--- src/rtl/core/kagbf_pkg.sv ---
`timescale 1ns / 1ps
`default_nettype none

package kagbf_pkg;

    localparam int FX_W = 32;
    localparam logic signed [FX_W-1:0] FX_MAX = 32'sh7FFF_FFFF;
    localparam logic signed [FX_W-1:0] FX_MIN = 32'sh8000_0000;

    // config register indexes
    localparam logic [1:0] CFG_PERIOD = 2'd0;
    localparam logic [1:0] CFG_QA     = 2'd1;
    localparam logic [1:0] CFG_QB     = 2'd2;
    localparam logic [1:0] CFG_R      = 2'd3;

    localparam int PERIOD_W = 17;
    localparam int QA_W     = 16;
    localparam int QB_W     = 16;
    localparam int R_W      = 24;

    localparam logic [PERIOD_W-1:0] PERIOD_RST = 17'd328;
    localparam logic [QA_W-1:0]     QA_RST     = 16'd66;
    localparam logic [QB_W-1:0]     QB_RST     = 16'd328;
    localparam logic [R_W-1:0]      R_RST      = 24'd32768;

    typedef struct packed {
        logic                    start;
        logic signed [FX_W-1:0]  num0;
        logic signed [FX_W-1:0]  num1;
        logic signed [FX_W-1:0]  den;
    } t_div_req;

    function automatic logic signed [FX_W-1:0] sat_add(
        input logic signed [FX_W-1:0] a,
        input logic signed [FX_W-1:0] b
    );
        logic signed [FX_W:0] s;
        s = {a[FX_W-1], a} + {b[FX_W-1], b};
        if (s[FX_W] != s[FX_W-1]) begin
            return s[FX_W] ? FX_MIN : FX_MAX;
        end
        return s[FX_W-1:0];
    endfunction

    function automatic logic signed [FX_W-1:0] sat_sub(
        input logic signed [FX_W-1:0] a,
        input logic signed [FX_W-1:0] b
    );
        logic signed [FX_W:0] s;
        s = {a[FX_W-1], a} - {b[FX_W-1], b};
        if (s[FX_W] != s[FX_W-1]) begin
            return s[FX_W] ? FX_MIN : FX_MAX;
        end
        return s[FX_W-1:0];
    endfunction

    function automatic logic signed [FX_W-1:0] sat_neg(input logic signed [FX_W-1:0] a);
        if (a == FX_MIN) begin
            return FX_MAX;
        end
        return -a;
    endfunction

endpackage

`default_nettype wire

--- src/rtl/core/kagbf_mul.sv ---
`timescale 1ns / 1ps
`default_nettype none

// Shared fixed-point multiplier: operand regs, product reg, round/saturate reg.
module kagbf_mul #(
    parameter int FRAC_BITS = 16
) (
    input  wire logic                 i_clk,
    input  wire logic                 i_rst_n,
    input  wire logic                 i_start,
    input  wire logic signed [31:0]   i_a,
    input  wire logic signed [31:0]   i_b,
    output logic                      o_done,
    output logic signed [31:0]        o_res
);
    import kagbf_pkg::*;

    localparam logic signed [63:0] RND = 64'sd1 <<< (FRAC_BITS - 1);

    logic signed [31:0] r_a, r_b;
    logic signed [63:0] r_p;
    logic signed [31:0] r_res;
    logic [2:0]         r_v;
    logic signed [63:0] n_sum;
    logic signed [63:0] n_sh;
    logic signed [31:0] n_res;

    always_comb begin
        n_sum = r_p + RND;
        n_sh  = n_sum >>> FRAC_BITS;
        // in range when bits 63..31 are all copies of the sign
        if ((&n_sh[63:31]) || !(|n_sh[63:31])) begin
            n_res = n_sh[31:0];
        end else begin
            n_res = n_sh[63] ? FX_MIN : FX_MAX;
        end
    end

    always_ff @(posedge i_clk) begin
        if (!i_rst_n) begin
            r_v <= '0;
        end else begin
            r_v <= {r_v[1:0], i_start};
        end
        if (i_start) begin
            r_a <= i_a;
            r_b <= i_b;
        end
        r_p   <= r_a * r_b;
        r_res <= n_res;
    end

    assign o_done = r_v[2];
    assign o_res  = r_res;

endmodule

`default_nettype wire

--- config.mk ---
export PLATFORM = sky130hd
export DESIGN_NAME = kagbf_mul
export DESIGN_NICKNAME = d
export VERILOG_FILES = /design/src/rtl/core/kagbf_pkg.sv /design/src/rtl/core/kagbf_mul.sv
export SDC_FILE = /design/constraint.sdc
export NUM_CORES = 2
export LEC_CHECK = 0
export ABC_AREA = 1
export BUFFER_PORTS_ARGS = -buffer_cell sky130_fd_sc_hd__buf_4
export CORE_MARGIN = 2
export CORE_UTILIZATION = 50
export CTS_BUF_LIST = sky130_fd_sc_hd__clkbuf_8
export CTS_CLUSTER_DIAMETER = 50
export DETAILED_ROUTE_END_ITERATION = 10
export PLACE_DENSITY = 0.66
export SLEW_MARGIN = 20
export SYNTH_ARGS = -nofsm -noshare
export SYNTH_HDL_FRONTEND = slang
export SYNTH_SLANG_ARGS = --single-unit
--- constraint.sdc ---
create_clock -name i_clk -period 9 [get_ports i_clk]
set_input_delay 0.9 -clock i_clk [delete_from_list [all_inputs] [get_ports i_clk]]
set_output_delay 0.9 -clock i_clk [all_outputs]
set_load 0.02 [all_outputs]
==> flow_metrics.env <==
export IMPL_outcome="finished, final reports clean"
export IMPL_final_common_cell="inv_1"
export IMPL_max_freq_mhz=121.5
export IMPL_port_buffers=99
export IMPL_drt_iter0_drc=2171
export IMPL_drv_cap=0
export IMPL_coreArea_mm2=0.08555
export IMPL_synth_top_family_by_area="adder cells"
export IMPL_drc=0
export IMPL_period_minus_slack_ps=8234
export IMPL_grt_start_max_net_pins=60
export IMPL_ys_ff_latch=148
export IMPL_syn_area_per_cell_um2=8.101
export IMPL_cts_sinks=148
export IMPL_antenna_found_initial=3
export IMPL_yosysTopAreaCellShare=0.4999
export IMPL_routed_via_count=32580
export IMPL_synthTopCellsByArea="fa_1 (50%), inv_1 (14%), nand2_1 (13%)"
export IMPL_min_period_over_period=0.9148
export IMPL_finalHoldViolCount=0
export IMPL_tns_ps=0
export IMPL_rsz0062_at_grt="false"
export IMPL_die_h_um=298.3
export IMPL_fin_hold_ws_ps=422.3
export IMPL_cts_tree="built"
export IMPL_num_rows=107
export IMPL_tightest_slew_ps=1138
export IMPL_area_delta_synth_final_pct=6.112
export IMPL_fillers=8047
export IMPL_yosysWarningCount=0
export IMPL_muxShareOfSynthArea=0
export IMPL_post_cts_resized=0
export IMPL_htree_levels=4
export IMPL_seq_area_frac_synth=0.08323
export IMPL_placed_cells=6493
export IMPL_cts_root_buf="clkbuf_8"
export IMPL_yosys_area_top_type="fa_1"
export IMPL_drt_antenna_violating_nets=0
export IMPL_hold_buffers=0
export IMPL_cts_buffers=17
export IMPL_cts_setup_buffers=0
export IMPL_yosys_most_used_dff="dfxtp_1"
export IMPL_critPathMaxFanout=19
export IMPL_cp_start_kind="flop"
export IMPL_cp_end_kind="flop"
export IMPL_nets=6700
export IMPL_synth_async_reset_ratio=0
export IMPL_hp_class="reg2reg"
export IMPL_mostFrequentLayoutCells="inv_1 (1,644), nand2_1 (1,448), fa_1 (1,081)"
export IMPL_wl_per_cell_um=17.72
export IMPL_drive_gt1_frac=0.04959
export IMPL_final_setup_worst_slack_ps=766.5
export IMPL_fin_cells=6530
export IMPL_grt_pass1_wl_um=190700
export IMPL_crit_arrival_ps=8750
export IMPL_slew_violations=0
export IMPL_worstPathRequired_ps=9520
export IMPL_syn_inst=5344
export IMPL_setup_violations=0
export IMPL_clockBufferDepth=2
export IMPL_synthSimpleGateAreaFrac=0.1653
export IMPL_dp_hpwl_um=101700
export IMPL_synth_nets=6673
export IMPL_gp_congestion=0.9715
export IMPL_synth_compound_area_frac=0.02292
export IMPL_clkTransAtPathRegs_ps=140
export IMPL_post_place_ws_ps=881.2
export IMPL_grt_pass1_vias=35650
export IMPL_slew_headroom=0.2414
export IMPL_initial_core_util=0.5061
export IMPL_wirelength_um=115700
export IMPL_firstDrtPassIters=8
export IMPL_io_pins=100
export IMPL_synth_xor_area_frac=0.01558
export IMPL_vias_per_cell=4.989
export IMPL_cpMaxStageDelayCell="edfxtp_1"
export IMPL_die_area_mm2=0.08896
export IMPL_synth_enable_flop_cells=64
export IMPL_synth_cell_types=36
export IMPL_track_usage=0.2772
export IMPL_synth_adder_area_share=0.5522
export IMPL_worst_setup_path_type="reg2reg"
export IMPL_finClkSkew_ps=58.40
export IMPL_cpPeakStageDelay_ps=1060
export IMPL_insertion_delay_ps=640
export IMPL_syn_area_mm2=0.04329
export IMPL_overflow=0
export IMPL_fp_dieW_um=298.3
==> metrics by stage <==
step / instance area (um2) / util
after floorplan: 43290 / -
after detailed placement: 45530 / 0.5322
after global placement: 45520 / 0.5321
after global routing: 45940 / 0.5370
after CTS: 45890 / 0.5364
final: 45940 / 0.5370
==> registers in the layout, summed over array words and instances, names as in the netlist <==
name	count
r_p	49
o_res	32
r_a	32
r_b	32
r_v	3
==> worst max-delay path, delay by kind of cell (launching register included) <==
kind | cells | cell delay, ps
buffers and inverters | 9 | 1540
adders and majority gates | 9 | 3860
DFF | 1 | 1060
and+or+nand+nor | 7 | 1610
==> synthesized netlist by cell type (2+ instances only) <==
master       n
xor2_1      46
nand2_1   1448
a21o_1       6
nor2_1     248
o21a_1       5
ha_1       181
nand3_1     63
a31oi_1      4
nor2_4       4
buf_6        3
clkbuf_1   194
o21ai_0     50
a21oi_1     87
o311ai_0     2
nor2_2       5
edfxtp_1    64
nor4_1       6
buf_2        3
xnor2_1     31
or2_2        9
fa_1      1081
nand4_1     26
a21boi_0     5
nand3b_1     2
nor3_1      15
inv_1     1643
dfxtp_1     84
inv_2        3
a211oi_1     2
o21bai_1    14
nand2_2      5
==> cell families (layout without fill, tap and decap cells) <==
family / count (synthesis) / count (layout)
xor gates and xnor gates: 77 / 77
AOI/OAI and AO/OA: 178 / 178
other: 0 / 2
DFF: 148 / 148
adders and majority gates: 1262 / 1262
and+or+nand+nor: 1832 / 1832
buffers and inverters: 1847 / 1887
==> worst paths after layout <==
path | from | end | slack, ps | cells past startpoint
max reg2reg | r_b[5] | r_p[58] | 770 | 25
max | r_b[5] | r_p[58] | 770 | 25
min reg2reg | r_v[0] | r_v[1] | 420 | 2
min | r_v[0] | r_v[1] | 420 | 2
==> final cells by class <==
cell class              instances  area [um2]  area share
multi-input cells            3349       32730      0.7124
inverters                    1646        6178      0.1345
flip-flops and latches        148        3603     0.07844
repair buffers                209        1637     0.03562
well taps                    1144        1431     0.03116
clock buffers                  17       234.0    0.005093
clock inverters                15       123.9    0.002696
diodes                          2       5.005   0.0001089
==> layer usage <==
layer / global-route usage / vias up / part of all wire
li1: - / 14880 / -
met1: 0.3492 / 16340 / 0.40
met2: 0.4854 / 1100 / 0.50
met3: 0.04339 / 254 / 0.061
met4: 0.09572 / 0 / 0.036
met5: 0 / - / 0
Power is not shown: default switching activity piles up to over one toggle a cycle in this logic, so the estimate is an artifact.
