<file path="config.mk">
export PLATFORM = sky130hd
export DESIGN_NAME = kagbf_div
export DESIGN_NICKNAME = d
export VERILOG_FILES = /design/src/rtl/core/kagbf_pkg.sv /design/src/rtl/core/kagbf_div.sv
export SDC_FILE = /design/constraint.sdc
export NUM_CORES = 1
export LEC_CHECK = 0
export BUFFER_PORTS_ARGS = -buffer_cell sky130_fd_sc_hd__clkbuf_2
export CORE_MARGIN = 4
export CORE_UTILIZATION = 61
export DETAILED_ROUTE_END_ITERATION = 8
export HOLD_SLACK_MARGIN = 0.03
export PLACE_DENSITY = 0.82
export SLEW_MARGIN = 20
export SYNTH_ARGS = -nofsm -noshare
export SYNTH_HDL_FRONTEND = slang
export SYNTH_SLANG_ARGS = --single-unit
</file>
<file path="constraint.sdc">
create_clock -name i_clk -period 4.8 [get_ports i_clk]
set_clock_uncertainty 0.1 [all_clocks]
set_input_delay 0.48 -clock i_clk [delete_from_list [all_inputs] [get_ports i_clk]]
set_output_delay 0.48 -clock i_clk [all_outputs]
set_load 0.005 [all_outputs]
</file>
<file path="src/rtl/core/kagbf_pkg.sv">
`timescale 1ns / 1ps
`default_nettype none

package kagbf_pkg;

    localparam int FX_W = 32;
    localparam logic signed [FX_W-1:0] FX_MAX = 32'sh7FFF_FFFF;
    localparam logic signed [FX_W-1:0] FX_MIN = 32'sh8000_0000;

    // config register indexes
    localparam logic [1:0] CFG_PERIOD = 2'd0;
    localparam logic [1:0] CFG_QA     = 2'd1;
    localparam logic [1:0] CFG_QB     = 2'd2;
    localparam logic [1:0] CFG_R      = 2'd3;

    localparam int PERIOD_W = 17;
    localparam int QA_W     = 16;
    localparam int QB_W     = 16;
    localparam int R_W      = 24;

    localparam logic [PERIOD_W-1:0] PERIOD_RST = 17'd328;
    localparam logic [QA_W-1:0]     QA_RST     = 16'd66;
    localparam logic [QB_W-1:0]     QB_RST     = 16'd328;
    localparam logic [R_W-1:0]      R_RST      = 24'd32768;

    typedef struct packed {
        logic                    start;
        logic signed [FX_W-1:0]  num0;
        logic signed [FX_W-1:0]  num1;
        logic signed [FX_W-1:0]  den;
    } t_div_req;

    function automatic logic signed [FX_W-1:0] sat_add(
        input logic signed [FX_W-1:0] a,
        input logic signed [FX_W-1:0] b
    );
        logic signed [FX_W:0] s;
        s = {a[FX_W-1], a} + {b[FX_W-1], b};
        if (s[FX_W] != s[FX_W-1]) begin
            return s[FX_W] ? FX_MIN : FX_MAX;
        end
        return s[FX_W-1:0];
    endfunction

    function automatic logic signed [FX_W-1:0] sat_sub(
        input logic signed [FX_W-1:0] a,
        input logic signed [FX_W-1:0] b
    );
        logic signed [FX_W:0] s;
        s = {a[FX_W-1], a} - {b[FX_W-1], b};
        if (s[FX_W] != s[FX_W-1]) begin
            return s[FX_W] ? FX_MIN : FX_MAX;
        end
        return s[FX_W-1:0];
    endfunction

    function automatic logic signed [FX_W-1:0] sat_neg(input logic signed [FX_W-1:0] a);
        if (a == FX_MIN) begin
            return FX_MAX;
        end
        return -a;
    endfunction

endpackage

`default_nettype wire

</file>
<file path="src/rtl/core/kagbf_div.sv">
`timescale 1ns / 1ps
`default_nettype none

// Two-lane restoring divider sharing one denominator: q = (num << FRAC_BITS) / den,
// truncated toward zero, saturated. One quotient bit per lane per cycle.
module kagbf_div #(
    parameter int FRAC_BITS = 16
) (
    input  wire logic                i_clk,
    input  wire logic                i_rst_n,
    input  kagbf_pkg::t_div_req      i_req,
    output logic                     o_done,
    output logic signed [31:0]       o_q0,
    output logic signed [31:0]       o_q1
);
    import kagbf_pkg::*;

    localparam int DW = 32 + FRAC_BITS;
    localparam int CW = $clog2(DW + 1);

    logic          r_busy;
    logic          r_fin;
    logic          r_done;
    logic [CW-1:0] r_cnt;
    logic [31:0]   r_den;
    logic          r_den_neg;
    logic          r_den_zero;
    logic [1:0]    r_num_neg;
    logic [1:0]    r_num_zero;
    logic [31:0]   r_rem [2];
    logic [DW-1:0] r_quo [2];
    logic signed [31:0] r_q [2];

    logic [32:0]   n_shift [2];
    logic          n_ge    [2];
    logic [32:0]   n_diff  [2];
    logic signed [31:0] n_q [2];
    logic [31:0]   n_nmag  [2];
    logic signed [31:0] n_num [2];
    logic [31:0]   n_dmag;
    logic          n_neg   [2];

    always_comb begin
        n_num[0] = i_req.num0;
        n_num[1] = i_req.num1;
        n_dmag   = i_req.den[31] ? (~i_req.den + 32'd1) : i_req.den;
        for (int l = 0; l < 2; l++) begin
            n_nmag[l]  = n_num[l][31] ? (~n_num[l] + 32'd1) : n_num[l];
            n_shift[l] = {r_rem[l], r_quo[l][DW-1]};
            n_diff[l]  = n_shift[l] - {1'b0, r_den};
            n_ge[l]    = !n_diff[l][32];
            n_neg[l]   = r_num_neg[l] ^ r_den_neg;
            if (r_den_zero) begin
                if (r_num_zero[l]) begin
                    n_q[l] = '0;
                end else begin
                    n_q[l] = r_num_neg[l] ? FX_MIN : FX_MAX;
                end
            end else if (!n_neg[l]) begin
                n_q[l] = (|r_quo[l][DW-1:31]) ? FX_MAX : r_quo[l][31:0];
            end else if ((|r_quo[l][DW-1:32]) || (r_quo[l][31] && (|r_quo[l][30:0]))) begin
                n_q[l] = FX_MIN;
            end else begin
                n_q[l] = -r_quo[l][31:0];
            end
        end
    end

    always_ff @(posedge i_clk) begin
        if (!i_rst_n) begin
            r_busy <= 1'b0;
            r_fin  <= 1'b0;
            r_done <= 1'b0;
        end else begin
            r_done <= r_fin;
            r_fin  <= 1'b0;
            if (i_req.start) begin
                r_busy <= 1'b1;
            end else if (r_busy && (r_cnt == CW'(1))) begin
                r_busy <= 1'b0;
                r_fin  <= 1'b1;
            end
        end
        if (i_req.start) begin
            r_cnt      <= CW'(DW);
            r_den      <= n_dmag;
            r_den_neg  <= i_req.den[31];
            r_den_zero <= (i_req.den == '0);
            for (int l = 0; l < 2; l++) begin
                r_num_neg[l]  <= n_num[l][31];
                r_num_zero[l] <= (n_num[l] == '0);
                r_rem[l]      <= '0;
                r_quo[l]      <= {n_nmag[l], {FRAC_BITS{1'b0}}};
            end
        end else if (r_busy) begin
            r_cnt <= r_cnt - CW'(1);
            for (int l = 0; l < 2; l++) begin
                r_rem[l] <= n_ge[l] ? n_diff[l][31:0] : n_shift[l][31:0];
                r_quo[l] <= {r_quo[l][DW-2:0], n_ge[l]};
            end
        end
        if (r_fin) begin
            r_q[0] <= n_q[0];
            r_q[1] <= n_q[1];
        end
    end

    assign o_done = r_done;
    assign o_q0   = r_q[0];
    assign o_q1   = r_q[1];

endmodule

`default_nettype wire

</file>
==> results.toml <==
[outcome]
status = "complete, no violations"

[worst_setup_path]
crit_slowest_cell = "or3b_2"
arrival_ns = 4.28
reg2reg_slack_ns = 0.84
cp_max_fo = 19
path_class = "reg -> reg"
cp-end-kind = "flop"
crit_chain = "inv_1 -> ha_1 -> or3b_2 -> nor3_1 -> nand4b_1 -> a21o_1 -> nand2b_1 -> buf_4 -> nor2_1 -> nand2_1 -> o311ai_0 -> o21ai_0 -> nand2_1"
cp-start-kind = "flop"
crit_start = "r_quo[0][48]"
cp.required_ns = 5.12
reg2regPathDepth = 13
path_common_cell = "nand2_1"
cp_slowest_stage_delay_ns = 0.52
rr_startpoint = "r_quo[0][48]"

[synth]
synthArstFlopShare = 0
synth_cell_type_count = 67
syn_area_per_cell_sq_um = 9.609
postSynthCellCount = 1839
ys_ff_latch = 271
yosysSeqAreaShare = 0.4554
syn_nets = 2011
synth_edf_count = 262
ys_warn_count = 0
synthesis.area_sq_um = 17670
ys.flop_type = "edfxtp_1"

[routing]
wl_per_cell_microns = 17.49
drt_iter0_drc = 1549
ant_nets = 0
dr.pass1.iters = 8
drcViolationCount = 0
dr_total_vias = 14570
vias_per_cell = 6.142
wl_microns = 41490

[sta]
min_period_ns = 3.962
slew_viol_final = 0
holdWs_ns = 0.07669
post-route-period-util = 0.8255
finalHoldViolCount = 0
max_freq_mhz = 252.4
tightestPinTransition_ns = 0.7895
max_slew_margin = 0.4737
rsz0062_at_grt = "false"
setup-tns-final_ns = 0
setup_violations = 0

[placed_design]
place_hpwl_microns = 29730
gp_congestion = 0.8982
port_buffers = 163

[min_path]
holdCritPathClass = "in -> reg"
hold_path_depth = 1
hp-start = "i_req[0]"

[floorplanning]
rows = 62
start_util = 0.6173
die_w_microns = 178.2
core_area_sq_um = 28630
die_area_sq_um = 31760
ios = 164
die_h_microns = 178.2

[clocking]
numCtsBuffers = 29
htree_levels = 1
path_clk_slew_ns = 0.06
cts-root-buf = "clkbuf_16"
ctsHoldBuffers = 1
cts_sinks = 271
cts_resized = 0
clock_path_buffers = 3
clk-insertion-delay-late_ns = 0.55
cts_setup_buffers = 0
cts_tree = "yes"

[layout]
multi_input_area_sq_um = 9102
final_nets = 2140
drive_gt1_frac = 0.1308
syn2layout_area_growth_pct = 11.51
diodes = 0
ff_latch_area_sq_um = 8049
layout_commonest_cell = "edfxtp_1"
layout.cells.most_common_list = "edfxtp_1, o21ai_0, nand2_1, clkbuf_2, nor2_1"
num-fill-cells = 2177

[power]
total_power_uw = 6853
p_leak_uw = 0.007630
power_density_nw_per_um2 = 347.8
vdd_drop_max_mv = 0.2453

[run]
cap_violations = 0

[global_route]
grt_max_degree = 157
grt_pass1_vias = 13530
antenna_found_initial = 0
grt_usage = 0.2543
grt_pass1_wl_microns = 67140
grt_overflow = 0
-- metal layers --
layer	track usage	vias up	wire, microns
li1	-	7116	-
met1	0.3645	6828	18260
met2	0.4193	552	19560
met3	0.02904	73	2801
met4	0.05948	0	871
met5	0	-	0
-- sequential cells by signal, indices dropped and copies added (netlist names) --
| name | count |
|---|---|
| r_rem | 64 |
| r_q | 64 |
| r_num_neg | 2 |
| r_num_zero | 2 |
| r_quo | 96 |
| r_busy | 1 |
| r_den_zero | 1 |
| r_den_neg | 1 |
| r_den | 32 |
| r_fin | 1 |
| r_cnt | 6 |
| o_done | 1 |
-- path summary, 6_finish.rpt --
path / to
worst max register to register: r_q[0][56]
worst min-delay path: r_den[0]
worst min register to register: r_cnt[1]
worst max-delay path: r_q[0][56]
-- layout make-up --
type / count / share of cell area
Sequential cell: 271 / 0.4085
Timing Repair Buffer: 181 / 0.04965
Clock inverter: 15 / 0.005016
Multi-Input combinational cell: 1420 / 0.4619
Clock buffer: 36 / 0.03816
Inverter: 65 / 0.01238
Tap cell: 384 / 0.02438
-- cell families after synthesis --
| logic type | count (synthesis) | synth area share |
|---|---|---|
| adder cells (fa/ha/maj) | 73 | 0.05254 |
| buffers and inverters | 148 | 0.03144 |
| XOR/XNOR | 151 | 0.07484 |
| multiplexers | 53 | 0.03023 |
| AO/OA/AOI/OAI | 514 | 0.1800 |
| AND/OR/NAND/NOR | 629 | 0.1755 |
| flip-flops | 271 | 0.4554 |
-- worst max-delay path: cells and delay by family (launching register included) --
| kind | cells | cell delay, ns |
|---|---|---|
| flip-flops | 1 | 0.43 |
| AO/OA/AOI/OAI | 3 | 0.87 |
| adder cells (fa/ha/maj) | 1 | 0.17 |
| buffers and inverters | 2 | 0.40 |
| AND/OR/NAND/NOR | 7 | 1.85 |
-- per-stage QoR --
step,utilization,cells,cell area [sq um],setup slack [ns]
floorplan,-,1839,17670,0.9501
global placement,0.6582,2320,18840,0.7405
detailed placement,0.6582,2320,18840,0.6986
CTS,0.6883,2372,19700,0.8667
global route,0.6884,2372,19710,0.3572
finish,0.6884,2372,19710,0.8376
-- cells in the mapped netlist, types with 9 or more instances --
library cell	number	area, sq um
a21o_1	32	240.2
nand2b_1	18	112.6
or3_1	46	287.8
xnor2_1	69	604.3
a21oi_1	113	565.5
o41ai_1	13	113.9
o311a_1	16	160.2
inv_1	65	244.0
xor2_1	82	718.2
and2_1	30	187.7
or2_2	11	68.82
edfxtp_1	262	7868
o211ai_1	15	112.6
ha_1	71	888.4
or4_1	14	105.1
nand2_1	194	728.2
nand3_1	24	120.1
o311ai_0	9	78.83
a211oi_1	21	157.7
nor4_1	25	156.4
nor2_1	142	533.0
nor2b_1	14	87.58
nand4_1	16	100.1
o31ai_1	37	277.8
nor3_1	52	260.3
buf_1	11	41.29
o21ai_0	197	986.0
clkbuf_1	72	270.3
mux2i_1	50	500.5
and3_1	11	68.82
a31oi_1	16	100.1
dfxtp_1	9	180.2
-- where the power goes --
part / leakage [uW] / internal [uW] / switching, uW
logic: 0.00451 / 734 / 1060
registers: 0.00271 / 2850 / 158
clock network: 0.000409 / 1150 / 899
total: 0.00763 / 4730 / 2120
Power figures use the tool's default switching activity.
